===== src/rtl/foct_pkg.sv =====
// Package: shared constants, codes and bundle types of the counter table core.
package foct_pkg;

  localparam int CAP    = 1024;
  localparam int IDX_W  = $clog2(CAP);
  localparam int USED_W = $clog2(CAP + 1);
  localparam int VAL_W  = 32;
  localparam int CNT_W  = 32;

  typedef enum logic [1:0] {
    CMD_ADD   = 2'd0,
    CMD_RANK  = 2'd1,
    CMD_SLOT  = 2'd2,
    CMD_CLEAR = 2'd3
  } cmd_t;

  typedef enum logic {
    ST_IDLE,
    ST_UPD
  } state_t;

  typedef struct packed {
    logic signed [VAL_W-1:0] value;
    logic [CNT_W-1:0]        count;
    logic [IDX_W-1:0]        slot;
  } entry_t;

  // Broadcast at the transfer edge: each cell latches its select bit.
  typedef struct packed {
    logic                    load;
    cmd_t                    cmd;
    logic signed [VAL_W-1:0] value;
    logic [IDX_W-1:0]        pos;
    logic [USED_W-1:0]       used;
  } probe_t;

  // Broadcast in the update cycle.
  typedef struct packed {
    logic                    move;
    logic                    append;
    logic [CNT_W-1:0]        newc;
    logic signed [VAL_W-1:0] value;
    logic [IDX_W-1:0]        mslot;
  } upd_t;

endpackage


===== src/rtl/foct_cell.sv =====
// One rank position of the table: entry storage, match and shift logic.
module foct_cell (
  input  logic                         clk,
  input  logic [foct_pkg::IDX_W-1:0]   index,
  input  foct_pkg::probe_t             probe,
  input  foct_pkg::upd_t               upd,
  input  logic                         pre,
  input  logic                         lt_prev,
  input  foct_pkg::entry_t             nb,
  output logic                         lt,
  output logic                         sel,
  output foct_pkg::entry_t             ent,
  output foct_pkg::entry_t             ent_masked
);

  logic valid;
  logic sel_next;

  assign valid = {1'b0, index} < probe.used;
  assign lt    = valid && (ent.count < upd.newc);
  assign ent_masked = sel ? ent : '0;

  always_comb begin
    case (probe.cmd)
      foct_pkg::CMD_ADD:  sel_next = valid && (ent.value == probe.value);
      foct_pkg::CMD_RANK: sel_next = valid && (index == probe.pos);
      foct_pkg::CMD_SLOT: sel_next = valid && (ent.slot == probe.pos);
      default:            sel_next = 1'b0;
    endcase
  end

  always_ff @(posedge clk) begin
    if (probe.load) begin
      sel <= sel_next;
    end
    if (upd.move && !pre) begin
      if (lt && !lt_prev) begin
        ent <= '{value: upd.value, count: upd.newc, slot: upd.mslot};
      end else if (lt_prev) begin
        ent <= nb;
      end
    end else if (upd.append && ({1'b0, index} == probe.used)) begin
      ent <= '{value: upd.value, count: foct_pkg::CNT_W'(1), slot: index};
    end
  end

endmodule


===== config.mk =====
export PLATFORM = sky130hd
export DESIGN_NAME = foct_cell
export DESIGN_NICKNAME = d
export VERILOG_FILES = /design/src/rtl/foct_pkg.sv /design/src/rtl/foct_cell.sv
export SDC_FILE = /design/constraint.sdc
export NUM_CORES = 1
export LEC_CHECK = 0
export CORE_AREA = 5 5 140 142
export DETAILED_ROUTE_END_ITERATION = 10
export DIE_AREA = 0 0 145 147
export DONT_BUFFER_PORTS = 1
export HOLD_SLACK_MARGIN = 0.12
export SLEW_MARGIN = 20
export SYNTH_ARGS = -nofsm -noshare
export SYNTH_HDL_FRONTEND = slang
export SYNTH_SLANG_ARGS = --single-unit

===== constraint.sdc =====
create_clock -name clk -period 11.1 [get_ports clk]
set_input_delay 0.555 -clock clk [delete_from_list [all_inputs] [get_ports clk]]
set_output_delay 0.555 -clock clk [all_outputs]
set_load 0.005 [all_outputs]

Yosys cells after proc, flatten, opt, wreduce, memory -nomap -nowiden. Cells that the tools add are included.

Output and inout port bits: 150. Word-level logic and storage cells: 31. Flip-flop bits (word level): 75.

Equal/unequal tests: 7. Order comparisons: 2. Reduce and logical (&&, ||, !) cells: 12. Mux-type cells: 6.

Operators by type and width (count): 74-bit two-way mux (5); 32-bit equality test (1); 32-bit less-than comparator (1); 10-bit equality test (2); 10-bit by 11-bit equality test with 1-bit output (1); 10-bit by 11-bit less-than comparator with 1-bit output (1); 1-bit logical AND (7); 3-bit by 2-bit != test with 1-bit output, second input constant (1); 1-bit case mux with 3 select lines (1); 2-bit by 1-bit equality test with 1-bit output, second input constant (1); 2-bit equality test, second input constant (1); 1-bit zero test (2); 2-bit zero test (1); 2-bit AND reduction (1); 2-bit nonzero test (1).

Logic depth before layout (Yosys ltp). Gate-level depths: netlist of run 1.

Depth after elaboration: 5. Depth in mapped cells: 11. Mapped depth without buffers: 8.

Worst setup path before layout of run 1. No wires, ideal clock.

Kind: input -> register. From: input port upd[72] (netlist name). To: register ent[0] (netlist name) (enable). Path buffers: 0. Cell stages on the path: 8. Library setup time: 445 ps. Arrival: 3924 ps. Setup slack: 6731 ps. Required time: 10655 ps. Cell sequence: inv_1 -> ha_1 -> a21oi_1 -> nand2_1 -> a221o_1 -> nor3_1 -> o211a_1 -> o31a_1.

Word-level cells in the longest chain between the ends: 5.

RTL lines: from (decl) (RTL line foct_cell.sv:6) `input foct_pkg::upd_t upd,`; 32-bit less-than comparator (RTL line foct_cell.sv:20) `assign lt = valid && (ent.count < upd.newc);`; 1-bit logical AND (RTL line foct_cell.sv:20); named net lt (RTL line foct_cell.sv:10) `output logic lt,`; 1-bit logical AND (RTL line foct_cell.sv:37) `if (lt && !lt_prev) begin`; 3-bit by 2-bit != test with 1-bit output (no source line); 2-bit AND reduction (no source line); to (signal assigned) (RTL line foct_cell.sv:38) `ent <= '{value: upd.value, count: upd.newc, slot: upd.mslot};`; to (signal assigned) (RTL line foct_cell.sv:40) `ent <= nb;`; to (signal assigned) (RTL line foct_cell.sv:43) `ent <= '{value: upd.value, count: foct_pkg::CNT_W'(1), slot: index};`; to (decl) (RTL line foct_cell.sv:12) `output foct_pkg::entry_t ent,`.

The timed path passes the listed nets, and every way through them passes these cells. A chain may end at the register's enable or synchronous reset.

Worst setup path in the final report of run 1.
From: register ent[12] (netlist name). To: register ent[61] (netlist name), data pin.

Word-level cells in the longest chain between the ends: 5.

RTL lines: 32-bit less-than comparator (RTL line foct_cell.sv:20); 1-bit logical AND (RTL line foct_cell.sv:20); 1-bit logical AND (RTL line foct_cell.sv:37); 74-bit two-way mux (RTL line foct_cell.sv:37); 74-bit two-way mux (RTL line foct_cell.sv:36) `if (upd.move && !pre) begin`.

Every way passes these cells.

==> parameters.txt, run 1 <==
Parameter                              Value

Outcome
  Run status ... completed

Critical path
  Worst EP arrival ... 3.83 ns
  Cells traversed along the worst timing path ... ha_1, a211oi_1, o21ai_0, a211oi_1, o41a_1, buf_4, o2111a_4, buf_4, o211ai_1
  Crit-path leading delay family ... compound AO/OA/AOI/OAI gates
  Kind of start point of the critical path ... flip-flop
  Startpoint-to-endpoint class of the critical path ... flip-flop to flip-flop
  Delay of the slowest critical-path stage ... 0.82 ns
  Critical path capture point type ... flip-flop
  Buf/Inv on CP ... 2
  Max FO, Critical Path ... 58
  Slowest cell on crit path ... sky130_fd_sc_hd__buf_4
  Critical Path RT ... 11.15 ns

Timing
  Number of setup violations in the final report ... 0
  Worst slew pin tran ... 1.06 ns
  Layout Skew ... 0.00934 ns
  Post-layout minimum cycle time ... 3.79 ns
  Final period util ... 34.1%
  Final worst hold slack ... 0.330 ns
  Top achievable clock speed ... 264 MHz
  Setup total negative slack ... 0 ns
  Worst relative slew slack ... 29.6%
  Setup repair after global routing missed its margin ... no
  Number of hold-slack violations in the final timing report ... 0
  Max-slew violation count ... 0
  Final worst-path setup slack ... 7.31 ns

Die
  Count of boundary I/O pins ... 369
  Die ar. ... 21300 um2
  Number of rows in the core area ... 50
  Floorplan Core Area ... 18300 um2
  Die width ... 145 um
  Overall die height ... 147 um
  Initial standard-cell utilization of the core ... 35.4%

Pwr
  Clock network fraction of design power ... 37.8%
  Psw ... 0.000236 W
  Switching portion of total power ... 28.4%
  Total power of the final layout ... 0.000831 W
  Peak supply drop ... 0.0000711 V
  Power density over the cells ... 119 nW/um2
  Relative contribution of combinational cells to total power ... 19.5%
  Reported leakage power ... 2.66 nW
  Internal power contribution ... 0.000595 W
  Part of the power in registers ... 42.6%

Place
  Number of input and output port buffers inserted ... 0
  Total instance count after detailed placement ... 910
  Pre-CTS WS ... 7.14 ns
  Last weighted congestion value of the routability-driven placer ... 0.821
  HPWL Detailed ... 16200 um

Drt
  Starting DRT DRC Count ... 313
  Residual DRC ... 0
  DRT Wirelength ... 21300 um
  Ratio of routed vias to standard cells ... 5.63
  Routed length per instance ... 23.0 um
  ANT nets after route ... 0
  Via count ... 5213
  Number of iterations in the first detailed-routing pass ... 5

Global route
  GRT Total Usage ... 18.9%
  Global route total overflow ... 0
  Maximum number of pins on one net before global-route repair ... 116
  Initial antenna violation count ... 0
  Global-route wire length before repair ... 31800 um
  Via count of the first global-routing pass ... 5242

Clock network
  Resized Gates After CTS ... 0
  Clock Root Buffer ... sky130_fd_sc_hd__clkbuf_16
  Number of hold buffers added after cts ... 0
  Total number of clock tree sinks ... 75
  Postcts setup bufs ... 0
  Latest clock arrival within the worst-skew pair ... 0.34 ns
  CTS max path bufs ... 2
  Num CTS Buffers ... 9
  H-tree Lvls ... 3
  CTS tree ... yes
  Clock slew at the register clock pins of the worst setup and hold paths ... 0.06 ns

Finish
  Antenna Cells ... 0
  Fraction of final layout cells sized beyond drive strength 1 ... 6.94%
  Area delta synth->final ... 7.31%
  Final cell count without fillers ... 926
  Total Nets Final ... 949
  Fillers ... 1880

Synth
  Cells after Synth ... 719
  Async set-or-reset flop fraction in the synthesized netlist ... 0%
  Post-synthesis cell type with the largest combined area ... sky130_fd_sc_hd__edfxtp_1
  Yosys reg bits ... 75
  Warning count from the yosys run ... 0
  Sequential fraction of the synthesis area ... 34.7%
  Area fraction of the dominant cell type after synthesis ... 34.7%
  Dominant register cell in the synthesized netlist ... sky130_fd_sc_hd__edfxtp_1
  Post-Syn Area ... 6490 um2
  Net count after synthesis ... 981
  Top cells by area in the synthesized netlist ... sky130_fd_sc_hd__edfxtp_1, sky130_fd_sc_hd__ha_1, sky130_fd_sc_hd__mux2i_1
  EDFF count, synth ... 75
  Avg Cell Area, Syn ... 9.02 um2
  Cell variety after synth ... 38

Hold path
  Path category of the worst min-delay check ... input port to flip-flop

Run
  Max-cap violations ... 0
-- metrics by stage --
step	area, um2	utilization [%]
2_1_floorplan	6490	-
3_3_place_gp	6650	36.3
3_5_place_dp	6650	36.3
4_1_cts	6960	38.0
5_1_grt	6960	38.0
6_report	6960	38.0
-- power groups by stage --
stage / Clock, W / Sequential, W / Combinational, W
finish: 0.000314 / 0.000354 / 0.000162
global route: 0.000337 / 0.000355 / 0.000182
CTS: 0.000324 / 0.000354 / 0.000165
detailed placement: 0 / 0.000360 / 0.000164
global placement: 0 / 0.000360 / 0.000161
floorplan: 0 / 0.000352 / 0.000133
-- Yosys cell counts, types with 3 or more instances --
cell type	count
sky130_fd_sc_hd__xnor2_1	32
sky130_fd_sc_hd__buf_6	4
sky130_fd_sc_hd__nand2_1	137
sky130_fd_sc_hd__o211ai_2	20
sky130_fd_sc_hd__nor4_1	3
sky130_fd_sc_hd__nor2b_1	34
sky130_fd_sc_hd__nand3_1	5
sky130_fd_sc_hd__clkbuf_1	42
sky130_fd_sc_hd__inv_1	45
sky130_fd_sc_hd__edfxtp_1	75
sky130_fd_sc_hd__o211ai_1	12
sky130_fd_sc_hd__o21ai_0	6
sky130_fd_sc_hd__ha_1	43
sky130_fd_sc_hd__a211oi_1	3
sky130_fd_sc_hd__o2111ai_1	32
sky130_fd_sc_hd__buf_2	3
sky130_fd_sc_hd__nor2_1	8
sky130_fd_sc_hd__mux2i_1	52
sky130_fd_sc_hd__xor2_1	10
sky130_fd_sc_hd__a21oi_1	35
sky130_fd_sc_hd__nand4_1	16
sky130_fd_sc_hd__and2_1	83
-- layout by cell type (no fill, tap or decap), types with 3 or more instances in the layout --
master / count
sky130_fd_sc_hd__nand3_1: 5
sky130_fd_sc_hd__o2111ai_1: 32
sky130_fd_sc_hd__xor2_1: 10
sky130_fd_sc_hd__clkbuf_16: 9
sky130_fd_sc_hd__nor2_1: 8
sky130_fd_sc_hd__mux2i_1: 52
sky130_fd_sc_hd__ha_1: 43
sky130_fd_sc_hd__nand4_1: 16
sky130_fd_sc_hd__o211ai_2: 20
sky130_fd_sc_hd__nor4_1: 3
sky130_fd_sc_hd__o21ai_0: 6
sky130_fd_sc_hd__xnor2_1: 32
sky130_fd_sc_hd__clkinv_2: 3
sky130_fd_sc_hd__inv_1: 45
sky130_fd_sc_hd__and2_1: 83
sky130_fd_sc_hd__o211ai_1: 12
sky130_fd_sc_hd__edfxtp_1: 75
sky130_fd_sc_hd__buf_4: 7
sky130_fd_sc_hd__a21oi_1: 35
sky130_fd_sc_hd__nor2b_1: 33
sky130_fd_sc_hd__a211oi_1: 3
sky130_fd_sc_hd__nand2_1: 137
-- worst paths after layout --
path,start,end,slack [ns],cells past startpoint
max reg2reg,ent[12]$_SDFFCE_PN0P_,ent[61]$_DFFE_PP_,7.31,9
min reg2reg,ent[62]$_DFFE_PP_,sel$_SDFFCE_PN0P_,1.04,5
min,probe[55],sel$_SDFFCE_PN0P_,0.33,0
max,ent[12]$_SDFFCE_PN0P_,ent[61]$_DFFE_PP_,7.31,9
-- routing by layer --
layer	track usage [%]	wire length [um]	vias up
met5	0	0	-
met4	4.66	380	0
met3	5.77	1800	22
met2	30.7	10300	263
met1	24.7	8880	2466
li1	-	-	2462
-- cell type report --
type                    instances  area (um2)  area share (%)
flip-flops and latches         75        2250            32.3
clock buffers                   9         225            3.23
well taps                     234         293            4.20
repair buffers                  8        63.8           0.916
inverters                      45         169            2.43
multi-input cells             548        3880            55.7
clock inverters                 7        82.6            1.19
-- flip-flops by register name, indices dropped and copies added, names as in the netlist --
name / count
ent: 74
sel: 1
-- logic make-up after synthesis --
| group | share of synthesized area (%) |
|---|---|
| compound gates | 14.6 |
| xor+xnor | 5.67 |
| fa+ha+maj | 8.29 |
| buf+inv | 6.19 |
| flops | 34.7 |
| mux | 8.02 |
| simple gates | 22.5 |
-- worst register-to-register path, cell delays in order, from the launching register on --
cell and delay [ns]:
sky130_fd_sc_hd__edfxtp_1 0.46, sky130_fd_sc_hd__ha_1 0.32, sky130_fd_sc_hd__a211oi_1 0.22, sky130_fd_sc_hd__o21ai_0 0.12
sky130_fd_sc_hd__a211oi_1 0.25, sky130_fd_sc_hd__o41a_1 0.19, sky130_fd_sc_hd__buf_4 0.35, sky130_fd_sc_hd__o2111a_4 0.50
sky130_fd_sc_hd__buf_4 0.83, sky130_fd_sc_hd__o211ai_1 0.25
(Power assumes the default switching activity.)
==> run 2: changes to the inputs <==
clock period = 3.2 ns   (was 11.1 ns; I/O delays follow)
==> parameters.txt, run 2 (synthesis results as in run 1) <==
Parameter                              Value

Finish
  Commonest non-fill, non-tap cell in the layout ... sky130_fd_sc_hd__dlygate4sd3_1
  Most frequent cells in the layout ... sky130_fd_sc_hd__dlygate4sd3_1, sky130_fd_sc_hd__nand2_1, sky130_fd_sc_hd__and2_1, sky130_fd_sc_hd__edfxtp_1, sky130_fd_sc_hd__mux2i_1
  Final Util ... 46.6% (+8.6 points)
  Area delta synth->final ... 31.5%
  Leading registers by flop count ... ent (74), sel (1)
  Total Nets Final ... 1101 (+16%)
  Antenna Cells ... 0 (unchanged)
  Flip-flop count of the largest register after layout ... 74 (unchanged)
  Fraction of final layout cells sized beyond drive strength 1 ... 6.40% (-0.54 points)
  Final cell count without fillers ... 1078 (+16%)
  Largest register by flop count ... ent

Die
  Overall die height ... 147 um (unchanged)
  Die width ... 145 um (unchanged)
  Number of rows in the core area ... 50 (unchanged)
  Count of boundary I/O pins ... 369 (unchanged)
  Floorplan Core Area ... 18300 um2 (unchanged)
  Initial standard-cell utilization of the core ... 35.4% (unchanged)
  Die ar. ... 21300 um2 (unchanged)

Pwr
  Internal power contribution ... 0.00213 W (+260%)
  Clock network fraction of design power ... 34.8% (-3.0 points)
  Peak supply drop ... 0.000223 V (+210%)
  Psw ... 0.000909 W (+290%)
  Reported leakage power ... 3.31 nW (+25%)
  Switching portion of total power ... 29.9% (+1.5 points)
  Power density over the cells ... 356 nW/um2 (+200%)
  Relative contribution of combinational cells to total power ... 24.8% (+5.3 points)
  Part of the power in registers ... 40.4% (-2.2 points)

Clock network
  Num CTS Buffers ... 9 (unchanged)
  Total number of clock tree sinks ... 75 (unchanged)
  CTS tree ... yes
  CTS max path bufs ... 2 (unchanged)
  Clock slew at the register clock pins of the worst setup and hold paths ... 0.07 ns (about the same)
  H-tree Lvls ... 3 (unchanged)
  Clock Root Buffer ... sky130_fd_sc_hd__clkbuf_16
  Latest clock arrival within the worst-skew pair ... 0.34 ns (about the same)

Global route
  Global route total overflow ... 0 (unchanged)
  GR Util met1 ... 26.3% (+1.6 points)
  Layer with the highest usage after global routing ... met2
  Via count of the first global-routing pass ... 6451 (+23%)
  Met3 demand-to-capacity share in global routing ... 6.38% (+0.62 points)
  GRT Total Usage ... 21.6% (+2.7 points)
  Maximum number of pins on one net before global-route repair ... 76 (-34%)
  Global-route wire length before repair ... 36800 um (+16%)
  Initial antenna violation count ... 0 (unchanged)
  GR Util met2 ... 36.7% (+6.0 points)

Place
  Total instance count after detailed placement ... 916 (+0.66%)
  Last weighted congestion value of the routability-driven placer ... 0.829 (+1.0%)
  Pre-CTS WS ... 0.307 ns (-6.83 ns)
  Number of input and output port buffers inserted ... 0 (unchanged)
  HPWL Detailed ... 17000 um (+5.4%)

Timing
  Setup total negative slack ... 0 ns (unchanged)
  Final period util ... 90.6% (+56 points)
  Number of setup violations in the final report ... 0 (unchanged)
  Setup repair after global routing missed its margin ... no
  Worst relative slew slack ... 45.2% (+16 points)
  Top achievable clock speed ... 345 MHz (+31%)
  Layout Skew ... 0.0118 ns (+0.00250 ns)
  Final worst hold slack ... 0.122 ns (-0.208 ns)
  Post-layout minimum cycle time ... 2.90 ns (-0.888 ns)
  Max-slew violation count ... 0 (unchanged)
  Final worst-path setup slack ... 0.301 ns (-7.01 ns)
  Number of hold-slack violations in the final timing report ... 0 (unchanged)
  Worst slew pin tran ... 0.820 ns (-0.236 ns)

Critical path
  Delay of the slowest critical-path stage ... 0.57 ns (-0.25 ns)
  Worst-case register-to-register setup slack ... 0.30 ns (-7.01 ns)
  Buf/Inv on CP ... 1 (-1)
  Critical path capture point type ... flip-flop
  Crit-path leading delay family ... simple AND/OR/NAND/NOR gates
  Critical register-to-register path startpoint ... ent[40]$_SDFFCE_PN0P_
  Slowest cell on crit path ... sky130_fd_sc_hd__or4_1
  Cells traversed along the worst timing path ... ha_1, nand4_1, or4_1, or2_1, o211a_1, o31a_4, buf_12
  Kind of start point of the critical path ... flip-flop
  Critical Path RT ... 3.28 ns (-7.87 ns)
  Register-to-Register Path Depth ... 7 (-2)
  Max FO, Critical Path ... 38 (-34%)
  Destination of the worst register-to-register timing path ... ent[42]$_DFFE_PP_
  Startpoint-to-endpoint class of the critical path ... flip-flop to flip-flop
  Worst EP arrival ... 2.97 ns (-0.86 ns)
  Levels on crit path ... 7 (-2)

Outcome
  Run status ... completed

Drt
  Residual DRC ... 0 (unchanged)
  Ratio of routed vias to standard cells ... 5.56 (-1.3%)
  ANT nets after route ... 0 (unchanged)
  Routed length per instance ... 22.6 um (-2.1%)
  Via count ... 5990 (+15%)
  Number of iterations in the first detailed-routing pass ... 6 (+1)
  Starting DRT DRC Count ... 393 (+26%)
  DRT Wirelength ... 24300 um (+14%)

Hold path
  Startpoint of the lowest-slack hold path ... upd[49]
  Worst hold path endpoint ... ent[17]$_SDFFCE_PN0P_
  Path category of the worst min-delay check ... input port to flip-flop
  Hold Path Depth ... 2 (+2)

Run
  Max-cap violations ... 0 (unchanged)
## run 2: worst register-to-register path, cell delays in order (launching register included)
cell and delay, ns:
sky130_fd_sc_hd__edfxtp_1 0.45, sky130_fd_sc_hd__ha_1 0.35, sky130_fd_sc_hd__nand4_1 0.15, sky130_fd_sc_hd__or4_1 0.57, sky130_fd_sc_hd__or2_1 0.29, sky130_fd_sc_hd__o211a_1 0.25, sky130_fd_sc_hd__o31a_4 0.36, sky130_fd_sc_hd__buf_12 0.19
## run 2: how the worst max path moves through the flow
stage                                     start                 to  slack, ns
after global routing      ent[40]$_SDFFCE_PN0P_   ent[9]$_DFFE_PP_       0.20
after floorplan           ent[40]$_SDFFCE_PN0P_   ent[0]$_DFFE_PP_       0.27
after detailed placement  ent[40]$_SDFFCE_PN0P_   ent[9]$_DFFE_PP_       0.31
after global placement    ent[40]$_SDFFCE_PN0P_   ent[9]$_DFFE_PP_       0.36
final                     ent[40]$_SDFFCE_PN0P_  ent[42]$_DFFE_PP_       0.30
after CTS                 ent[40]$_SDFFCE_PN0P_   ent[9]$_DFFE_PP_       0.29
## run 2: per-stage QoR
step | total power (W) | cell area (um2)
finish | 0.00304 | 8530
global route | 0.00317 | 8530
CTS | 0.00306 | 8520
detailed placement | 0.00185 | 6780
global placement | 0.00184 | 6780
floorplan | 0.00168 | 6500
## run 2: cell type report
class,instances,area [um2]
multi-input combinational,548,3880
sequential,75,2250
inverter,45,169
clock buffer,9,225
timing repair buffer,160,1640
clock inverter,7,67.6
tap,234,293
fill,1705,9800
## run 2: repair_timing
item	in CTS	in global routing
setup buffers	0	0
gates resized for setup	0	0
endpoints found under the hold margin	75	1
endpoints found under the setup margin	0	0
hold buffers	145	1
## run 2: power by group through the flow
stage | combinational [W] | clock, W | sequential [W]
2_1_floorplan | 0.000462 | 0 | 0.00122
3_3_place_gp | 0.000597 | 0 | 0.00125
3_5_place_dp | 0.000603 | 0 | 0.00125
4_1_cts | 0.000754 | 0.00108 | 0.00123
5_1_grt | 0.000828 | 0.00111 | 0.00123
6_report | 0.000754 | 0.00106 | 0.00123
## run 2: metal layers
metal / share of wire (%) / vias up
li1: - / 2770
met1: 40 / 2850
met2: 49 / 327
met3: 8.4 / 43
met4: 2.3 / 0
met5: 0 / -
